<file path="src/rtl/counting_semaphore_bank_macros.svh">
// Assertion macros shared by the counting semaphore bank RTL.
`ifndef COUNTING_SEMAPHORE_BANK_MACROS_SVH
`define COUNTING_SEMAPHORE_BANK_MACROS_SVH

// Checked only outside reset.
`define CSB_ASSERT_RUN(label, prop, msg) \
  label: assert property (@(posedge clk) disable iff (rst) prop) else $error(msg);

// Checked at every edge, reset included.
`define CSB_ASSERT_ALWAYS(label, prop, msg) \
  label: assert property (@(posedge clk) prop) else $error(msg);

`endif

</file>
<file path="src/rtl/csb_pkg.sv">
// Shared types and constants of the counting semaphore bank.
package csb_pkg;

  localparam int SEM_SLOTS_DEF  = 256;
  localparam int COUNT_BITS_DEF = 16;

  localparam int ID_W   = 8;
  localparam int INIT_W = 16;
  localparam int MAX_W  = 15;
  localparam int OUT_W  = 16;
  localparam int ID_SPAN = 256;

  typedef enum logic [1:0] {
    KIND_CREATE = 2'd0,
    KIND_WAIT   = 2'd1,
    KIND_SIGNAL = 2'd2
  } kind_t;

  typedef enum logic [1:0] {
    ST_DONE   = 2'd0,
    ST_REJECT = 2'd1,
    ST_BLOCK  = 2'd2
  } status_t;

  // Outcome of one request as decided by the update logic.
  typedef struct packed {
    status_t            status;
    logic signed [15:0] count_after;
    logic               wake_one;
    logic               write;
    logic               set_valid;
  } csb_result_t;

endpackage

</file>
<file path="src/rtl/csb_update.sv">
// Decision and arithmetic for one semaphore request.
module csb_update
  import csb_pkg::*;
#(
  parameter int SEM_SLOTS  = SEM_SLOTS_DEF,
  parameter int COUNT_BITS = COUNT_BITS_DEF,
  localparam int WORD_W = COUNT_BITS + MAX_W
) (
  input  logic [1:0]               kind,
  input  logic [ID_W-1:0]          sem_id,
  input  logic signed [INIT_W-1:0] start_count,
  input  logic [MAX_W-1:0]         ceiling_in,
  input  logic                     slot_valid,
  input  logic [WORD_W-1:0]        entry,
  output csb_result_t              result,
  output logic [WORD_W-1:0]        new_entry
);

  localparam int CMP_W = ((COUNT_BITS > MAX_W) ? COUNT_BITS : MAX_W) + 1;
  localparam logic signed [COUNT_BITS-1:0] CNT_MAX = {1'b0, {(COUNT_BITS-1){1'b1}}};

  logic signed [COUNT_BITS-1:0] cnt;
  logic [MAX_W-1:0]             ceil;
  logic signed [COUNT_BITS-1:0] init;
  logic signed [COUNT_BITS-1:0] cnt_dec;
  logic signed [COUNT_BITS-1:0] cnt_inc;
  logic signed [CMP_W-1:0]      cnt_x;
  logic signed [CMP_W-1:0]      ceil_x;
  logic                         id_ok;
  logic                         can_inc;

  assign cnt     = entry[COUNT_BITS-1:0];
  assign ceil    = entry[WORD_W-1:COUNT_BITS];
  assign init    = COUNT_BITS'(start_count);
  assign cnt_dec = cnt - COUNT_BITS'(1);
  assign cnt_inc = cnt + COUNT_BITS'(1);
  assign cnt_x   = CMP_W'(cnt);
  assign ceil_x  = CMP_W'({1'b0, ceil});
  assign id_ok   = 32'(sem_id) < 32'(SEM_SLOTS);
  assign can_inc = (cnt_x < ceil_x) && (cnt != CNT_MAX);

  always_comb begin
    result.status      = ST_REJECT;
    result.count_after = '0;
    result.wake_one    = 1'b0;
    result.write       = 1'b0;
    result.set_valid   = 1'b0;
    new_entry          = {ceil, cnt};
    if (id_ok) begin
      unique case (kind)
        KIND_CREATE: begin
          if (!slot_valid) begin
            result.status      = ST_DONE;
            result.count_after = OUT_W'(init);
            result.write       = 1'b1;
            result.set_valid   = 1'b1;
            new_entry          = {ceiling_in, init};
          end
        end
        KIND_WAIT: begin
          if (slot_valid) begin
            if (!cnt[COUNT_BITS-1] && (cnt != '0)) begin
              result.status      = ST_DONE;
              result.count_after = OUT_W'(cnt_dec);
              result.write       = 1'b1;
              new_entry          = {ceil, cnt_dec};
            end else begin
              result.status      = ST_BLOCK;
              result.count_after = OUT_W'(cnt);
            end
          end
        end
        KIND_SIGNAL: begin
          if (slot_valid) begin
            result.status = ST_DONE;
            if (can_inc) begin
              result.count_after = OUT_W'(cnt_inc);
              result.wake_one    = 1'b1;
              result.write       = 1'b1;
              new_entry          = {ceil, cnt_inc};
            end else begin
              result.count_after = OUT_W'(cnt);
            end
          end
        end
        default: begin
          result.status = ST_REJECT;
        end
      endcase
    end
  end

endmodule

</file>
<file path="config.mk">
export PLATFORM = sky130hd
export DESIGN_NAME = csb_update
export DESIGN_NICKNAME = d
export VERILOG_FILES = /design/src/rtl/counting_semaphore_bank_macros.svh /design/src/rtl/csb_pkg.sv /design/src/rtl/csb_update.sv
export SDC_FILE = /design/constraint.sdc
export NUM_CORES = 1
export LEC_CHECK = 0
export BUFFER_PORTS_ARGS = -buffer_cell sky130_fd_sc_hd__buf_2
export CAP_MARGIN = 20
export CORE_MARGIN = 2
export CORE_UTILIZATION = 45
export DETAILED_ROUTE_END_ITERATION = 8
export PLACE_DENSITY = 0.76
export SLEW_MARGIN = 20
export SYNTH_ARGS = -nofsm -noshare
export SYNTH_HDL_FRONTEND = slang
export SYNTH_SLANG_ARGS = --single-unit
</file>
<file path="constraint.sdc">
create_clock -name vclk -period 7.7
set_clock_uncertainty 0.05 [all_clocks]
set_input_delay 1.155 -clock vclk [all_inputs]
set_output_delay 1.155 -clock vclk [all_outputs]
set_load 0.005 [all_outputs]
</file>
==> PnR_summary.wiki, run 1 <==
{| class="wikitable"
! Metric !! Value
|-
| Status || completed
|-
| 1st-iter DRT viols || approximately 440
|-
| Maximum frequency from static timing analysis || between 150 and 200 MHz
|-
| Worst-path cell with the longest stage delay || a41o_1
|-
| Most used cells in the layout excluding fill and tap cells || 117 x buf_2, 66 x nand2_1, 37 x o21ai_0
|-
| Reg area || 0 sq um
|-
| Count of buffers from port buffering || around 120
|-
| Leading cell type in the layout, fill and taps excluded || buf_2
|-
| CP arrival || slightly below 4 ns
|-
| Static leakage || about 1.4 nW
|-
| Number of vias per cell || just over 6
|-
| Final period utilization || between 60% and 70%
|-
| Critical path startpoint category || input pin
|-
| Psw || between 0.09 and 0.1 mW
|-
| Cell variety after synth || between 70 and 80
|-
| Number of vias in the routed layout || approximately 3.6k
|-
| Post-Syn Nets || 514
|-
| Final #Nets || about 600
|-
| Routability-driven placement congestion ratio || about 0.94
|-
| Class of the worst hold path || input pin to output pin
|-
| Int Pwr || about 0.066 mW
|-
| Average size of a mapped cell || 6.117 sq um
|-
| Post-DP HPWL || between 7000 and 8000 microns
|-
| Number of failing hold endpoints at the final stage || 0
|-
| Number of setup buffers added after CTS || 0
|-
| Relative slew margins || a little over two fifths
|-
| Number of antenna diodes || 0
|-
| Hold slack final || 2.525 ns
|-
| Switching portion of total power || 59.09%
|-
| Crit-path max cell delay || ~0.76 ns
|-
| Logic depth of the worst path, buffers included || 9
|-
| Fraction of final layout cells sized beyond drive strength 1 || between 20% and 30%
|-
| Logic gate share of total power || between 90% and 100%
|-
| Initial Utilization || between 40 and 50%
|-
| Post-detailed-route wirelength per cell || between 15 and 20 microns
|-
| Final Critical Period || ~5 ns
|-
| Finished Cell Area || around 3100 sq um
|-
| First-pass GRT wire length || 15280 microns
|-
| Post-Synthesis Cell Area || 2594 sq um
|-
| Layout overhead on the synthesized area || 20.98%
|-
| Number of clock buffers in the layout || 0
|-
| Vias in the first global route || between 3k and 4k
|-
| Area leader, netlist || nand2_1
|-
| Total GRT Usage || about 29%
|-
| Cell types occupying the most area after synthesis || nand2_1 9.6%, ha_1 8.2%, o21ai_0 7.1%
|-
| Horizontal die dimension || between 70 and 80 microns
|-
| Total power per unit cell area || around 51 nW/um^2
|-
| Area after detailed placement || ~3100 sq um
|-
| Worst Setup Path Type || input pin to output pin
|-
| Largest fanout on the critical path || 20
|-
| Worst path setup slack after routing || between 2 and 3 ns
|-
| Filler instances || 591
|-
| Number of antenna violations at the first check in global routing || 0
|-
| Sequential cell fraction of total power || 0%
|-
| Total die area || roughly 6400 sq um
|-
| Worst-margin pin slew || about 0.86 ns
|-
| Pre-CTS worst setup slack || between 2 and 3 ns
|-
| Design Power || 0.1615 mW
|-
| RSZ-0062 raised after global routing || false
|-
| Kind of capture point of the worst setup path || output pin
|-
| Number of hold buffers added after cts || 0
|-
| Count of sequential standard cells || 0
|-
| Top Ports || 125
|-
| Die height || 79.92 microns
|-
| Clock power share || 0%
|-
| Required time of the critical path || 6.49 ns
|-
| Wire length reported by the detailed router || between 9000 and 10000 microns
|-
| DRT Pass-1 Iters || 5
|-
| Worst path top cell family by delay || compound AO/OA/AOI/OAI gates
|-
| Post-synthesis instance total || 424
|-
| Share of the synthesized area in the top cell type || 9.551%
|-
| Peak supply drop || 0.00002813 V
|-
| Core ar. || approximately 5500 sq um
|-
| Final setup violation count || 0
|-
| CP Capture Point || new_entry[6]
|-
| Worst setup path startpoint || entry[3]
|-
| Fraction of the yosys area taken by sequential cells || 0%
|-
| Pin count of the biggest net entering global routing || 32
|-
| DRC violations left || 0
|-
| Std-Cell Rows || 27
|-
| Final count of pins violating max slew || 0
|-
| Final antenna-violating net count || 0
|-
| Ys Warns || 0
|-
| Final global-route overflow total || 0
|-
| Number of buffer and inverter stages on the critical path || 2
|-
| Cts repair resizes || 0
|-
| Series of cell instances along the critical path || buf_2 -> ha_1 -> or3_1 -> o211ai_1 -> a41o_1 -> nand2_1 -> or4_1 -> o211ai_1 -> buf_2
|-
| Number of violations of the max-capacitance limit || 0
|-
| Setup tns final || 0 ns
|}
-- worst min path at each step --
stage,start,endpoint,slack [ns],depth (start not counted)
2_1_floorplan,ceiling_in[0],new_entry[16],2.34,2
3_3_place_gp,ceiling_in[0],new_entry[16],2.52,4
3_5_place_dp,ceiling_in[0],new_entry[16],2.52,4
4_1_cts,ceiling_in[0],new_entry[16],2.52,4
5_1_grt,ceiling_in[14],new_entry[30],2.55,4
6_report,ceiling_in[0],new_entry[16],2.53,4
-- cell type report --
class	count	area, sq um	area share (%)
well taps	72	90.09	2.871
multi-input cells	363	2338	74.52
inverters	27	101.3	3.230
repair buffers	120	608.1	19.38
-- kinds of logic after synthesis --
kind of cell	share of synthesized area, %
adders and majority gates	8.586
xor gates and xnor gates	9.455
buffers and inverters	10.03
muxes	3.136
AOI/OAI and AO/OA	33.96
and+or+nand+nor	34.83
-- tightest hold or removal path, delay by kind of cell --
kind                   cells  cell delay (ns)
AND/OR/NAND/NOR            2             0.09
buffers and inverters      2             0.18
-- power groups by stage --
| stage | clock [mW] | combinational [mW] | sequential (mW) |
|---|---|---|---|
| floorplan | 0 | 0.0981 | 0 |
| global placement | 0 | 0.155 | 0 |
| detailed placement | 0 | 0.159 | 0 |
| CTS | 0 | 0.159 | 0 |
| global route | 0 | 0.177 | 0 |
| finish | 0 | 0.162 | 0 |
-- cell usage after synthesis (3+ instances only) --
| library cell | instances |
|---|---|
| o311ai_0 | 4 |
| or3_1 | 4 |
| nand3_1 | 20 |
| and3_1 | 5 |
| a2bb2oi_1 | 3 |
| nor3_1 | 11 |
| xor2_1 | 11 |
| a211oi_1 | 3 |
| o21ai_0 | 37 |
| a21oi_1 | 27 |
| ha_1 | 17 |
| xnor2_1 | 17 |
| a311oi_1 | 3 |
| and2_1 | 4 |
| clkbuf_1 | 19 |
| o311ai_1 | 4 |
| nor2_1 | 34 |
| a31oi_1 | 4 |
| inv_1 | 25 |
| a311o_1 | 3 |
| nand4_1 | 6 |
| mux2i_1 | 7 |
| nor4_1 | 3 |
| a22oi_1 | 6 |
| o22ai_1 | 4 |
| buf_1 | 4 |
| buf_2 | 6 |
| o211ai_1 | 7 |
| nand2_1 | 66 |
-- metrics by stage --
| step | util, % | std cells |
|---|---|---|
| 6_report | 56.64 | 582 |
| 5_1_grt | 56.64 | 582 |
| 4_1_cts | 56.64 | 582 |
| 3_5_place_dp | 56.64 | 582 |
| 3_3_place_gp | 56.64 | 582 |
| 2_1_floorplan | - | 424 |
-- per-layer routing --
metal | global-route usage, % | share of wire (%)
met1 | 38.19 | 41
met4 | 5.763 | 1.2
met3 | 1.810 | 8.8
met2 | 51.50 | 49
met5 | 0 | 0
(Power assumes the default switching activity.)
==> inputs of run 2 (changes only) <==
- ABC_AREA: default -> 1
- PLACE_DENSITY: 0.76 -> 0.75
- clock period: 7.7 -> 5.28 ns (I/O delays scaled with it)
==> PnR_summary.wiki, run 2 <==
{| class="wikitable"
! Metric !! Value
|-
| Status || completed
|-
| Psw || 0.1597 mW (+67%)
|-
| Worst-margin pin slew || 0.7150 ns (-0.1482 ns)
|-
| Maximum frequency from static timing analysis || ~250 MHz
|-
| Number of violations of the max-capacitance limit || 0 (unchanged)
|-
| Top cells by count, synth || 204 x nand2_1, 72 x nand3_1, 64 x inv_1
|-
| Ys Warns || 0 (unchanged)
|-
| Post-Synthesis Cell Area || 2781 sq um (+7.2%)
|-
| Reg area || 0 sq um (unchanged)
|-
| Total power per unit cell area || 78.31 nW/um^2 (+52%)
|-
| Class of the worst hold path || input pin to output pin
|-
| DRC violations left || 0 (unchanged)
|-
| Setup tns final || 0 ns (unchanged)
|-
| Number of failing hold endpoints at the final stage || 0 (unchanged)
|-
| Final #Nets || 734 (+22%)
|-
| Int Pwr || 0.09949 mW (+51%)
|-
| Crit-path max cell delay || 0.53 ns (-0.23 ns)
|-
| Share of the synthesized area in the top cell type || 27.53% (+18 points)
|-
| Relative slew margins || 52.33% (+10 points)
|-
| Switching portion of total power || 61.61% (+2.5 points)
|-
| Std-Cell Rows || 28 (+3.7%)
|-
| Average size of a mapped cell || 5.039 sq um (-18%)
|-
| Die height || 82.62 microns (+3.4%)
|-
| Worst hold start || ceiling_in[0]
|-
| Initial Utilization || 46.70% (-0.11 points)
|-
| Total die area || 6826 sq um (+6.9%)
|-
| RSZ-0062 raised after global routing || false
|-
| Worst Setup Path Type || input pin to output pin
|-
| DRT Pass-1 Iters || 5 (unchanged)
|-
| Count of buffers from port buffering || 117 (unchanged)
|-
| Horizontal die dimension || 82.62 microns (+3.4%)
|-
| Worst-path cell with the longest stage delay || inv_1
|-
| Most numerous cell in the Yosys netlist || nand2_1
|-
| Layout overhead on the synthesized area || 18.98%
|-
| Largest fanout on the critical path || 38 (+90%)
|-
| Post-synthesis instance total || 552 (+30%)
|-
| Final period utilization || 74.98%
|-
| Sequential cell fraction of total power || 0% (unchanged)
|-
| First-pass GRT wire length || 15660 microns (+2.5%)
|-
| Cts repair resizes || 0 (unchanged)
|-
| Vias in the first global route || 3475 (+7.7%)
|-
| Pre-CTS worst setup slack || 1.442 ns (-1.148 ns)
|-
| Final count of pins violating max slew || 0 (unchanged)
|-
| Fraction of the yosys area taken by sequential cells || 0% (unchanged)
|-
| Count of sequential standard cells || 0 (unchanged)
|-
| Final Critical Period || ~4.0 ns
|-
| Topmost layer with routed signal wires || met4
|-
| Logic gate share of total power || 100.0% (about the same)
|-
| Wire length reported by the detailed router || 9609 microns (-1.7%)
|-
| Number of vias in the routed layout || 3950 (+8.9%)
|-
| Final setup violation count || 0 (unchanged)
|-
| Most used cells in the layout excluding fill and tap cells || 204 x nand2_1, 117 x buf_2, 72 x nand3_1
|-
| 1st-iter DRT viols || 295 (-32%)
|-
| Final antenna-violating net count || 0 (unchanged)
|-
| Number of clock buffers in the layout || 0 (unchanged)
|-
| Number of buffer and inverter stages on the critical path || 4 (+2)
|-
| Final core occ || 55.57% (-1.1 points)
|-
| Top Ports || 125 (unchanged)
|-
| Post-detailed-route wirelength per cell || 13.40 microns (-20%)
|-
| Peak supply drop || 0.00004846 V (+72%)
|-
| Series of cell instances along the critical path || buf_2 -> inv_1 -> nor2_1 -> inv_1 -> o211ai_1 -> buf_2
|-
| Required time of the critical path || 4.44 ns (-2.05 ns)
|-
| Pin count of the biggest net entering global routing || 39 (+22%)
|-
| Number of setup buffers added after CTS || 0 (unchanged)
|-
| Placed instance count || 717 (+23%)
|-
| Post-route met1 wirelength || 4083 microns (+2.4%)
|-
| Worst path setup slack after routing || 1.321 ns (-1.242 ns)
|-
| Static leakage || 1.848 nW (+30%)
|-
| Sum of met2 wire segment lengths after detailed routing || 4252 microns (-12%)
|-
| Number of cells in the finished layout apart from fillers || 717 (+23%)
|-
| Cell types occupying the most area after synthesis || nand2_1 28%, nand3_1 13%, inv_1 8.6%
|-
| Total GRT Usage || 28.56% (-0.38 points)
|-
| Clock power share || 0% (unchanged)
|-
| Kind of capture point of the worst setup path || output pin
|-
| Core ar. || 5956 sq um (+7.5%)
|-
| Number of hold buffers added after cts || 0 (unchanged)
|-
| Worst setup path startpoint || slot_valid
|-
| Area leader, netlist || nand2_1
|-
| Worst path top cell family by delay || buffers and inverters
|-
| Number of vias per cell || 5.509 (-12%)
|-
| Met3 wire len || 1083 microns (+26%)
|-
| Number of antenna diodes || 0 (unchanged)
|-
| Leading cell type in the layout, fill and taps excluded || nand2_1
|-
| Post-DP HPWL || 7597 microns (+4.5%)
|-
| Number of antenna violations at the first check in global routing || 0 (unchanged)
|-
| Post-Syn Nets || 642 (+25%)
|-
| Fraction of final layout cells sized beyond drive strength 1 || 23.83% (-2.4 points)
|-
| Final global-route overflow total || 0 (unchanged)
|-
| Routability-driven placement congestion ratio || 0.9875 (+5.2%)
|-
| CP arrival || 3.12 ns (-0.81 ns)
|-
| Cell variety after synth || 35 (-52%)
|-
| Critical path startpoint category || input pin
|}
-- run 2: cell types whose count changed after synthesis, moves of 7 or more --
cell / change
a21oi_1: -21
clkbuf_1: -9
inv_1: +39
mux2i_1: -7
nand2_1: +138
nand3_1: +52
o221ai_1: +7
xnor2_1: -17
-- run 2: through the flow --
stage | instance area, sq um | power (mW) | hold slack (ns)
final | 3309 | 0.2592 | 1.800
after CTS | 3306 | 0.2574 | 1.801
after global routing | 3309 | 0.2932 | 1.826
after floorplan | 2781 | 0.1660 | 1.625
after global placement | 3306 | 0.2498 | 1.797
after detailed placement | 3306 | 0.2564 | 1.798
-- run 2: power groups by stage --
stage / clock network, mW / registers [mW] / logic [mW]
after floorplan: 0 / 0 / 0.166
after global placement: 0 / 0 / 0.250
after detailed placement: 0 / 0 / 0.256
after CTS: 0 / 0 / 0.257
after global routing: 0 / 0 / 0.293
final: 0 / 0 / 0.259
-- run 2: cells by family after synthesis --
logic type / share of synthesized area, %
fa+ha+maj: 7.647
compound gates: 16.87
buf+inv: 16.55
xor+xnor: 5.038
simple gates: 53.89
-- run 2: layer usage --
| metal | vias up | global-route usage, % |
|---|---|---|
| met5 | - | 0 |
| met4 | 0 | 5.246 |
| met3 | 19 | 2.283 |
| met2 | 253 | 48.55 |
| met1 | 1710 | 39.57 |
| li1 | 1968 | - |
-- run 2: tightest hold or removal path: cells and delay by family --
family	cells	cell delay, ns
buffers and inverters	2	0.17
AND/OR/NAND/NOR	2	0.09
-- run 2: cell type report --
class	count	area (sq um)
fill	650	2646
inverter	70	265.3
tap	75	93.84
multi-input combinational	450	2327
timing repair buffer	122	623.1
-- run 2: worst paths after layout --
path,cells after the start,slack [ns],endpoint
worst min-delay path,4,1.80,new_entry[16]
worst max-delay path,6,1.32,result[10]
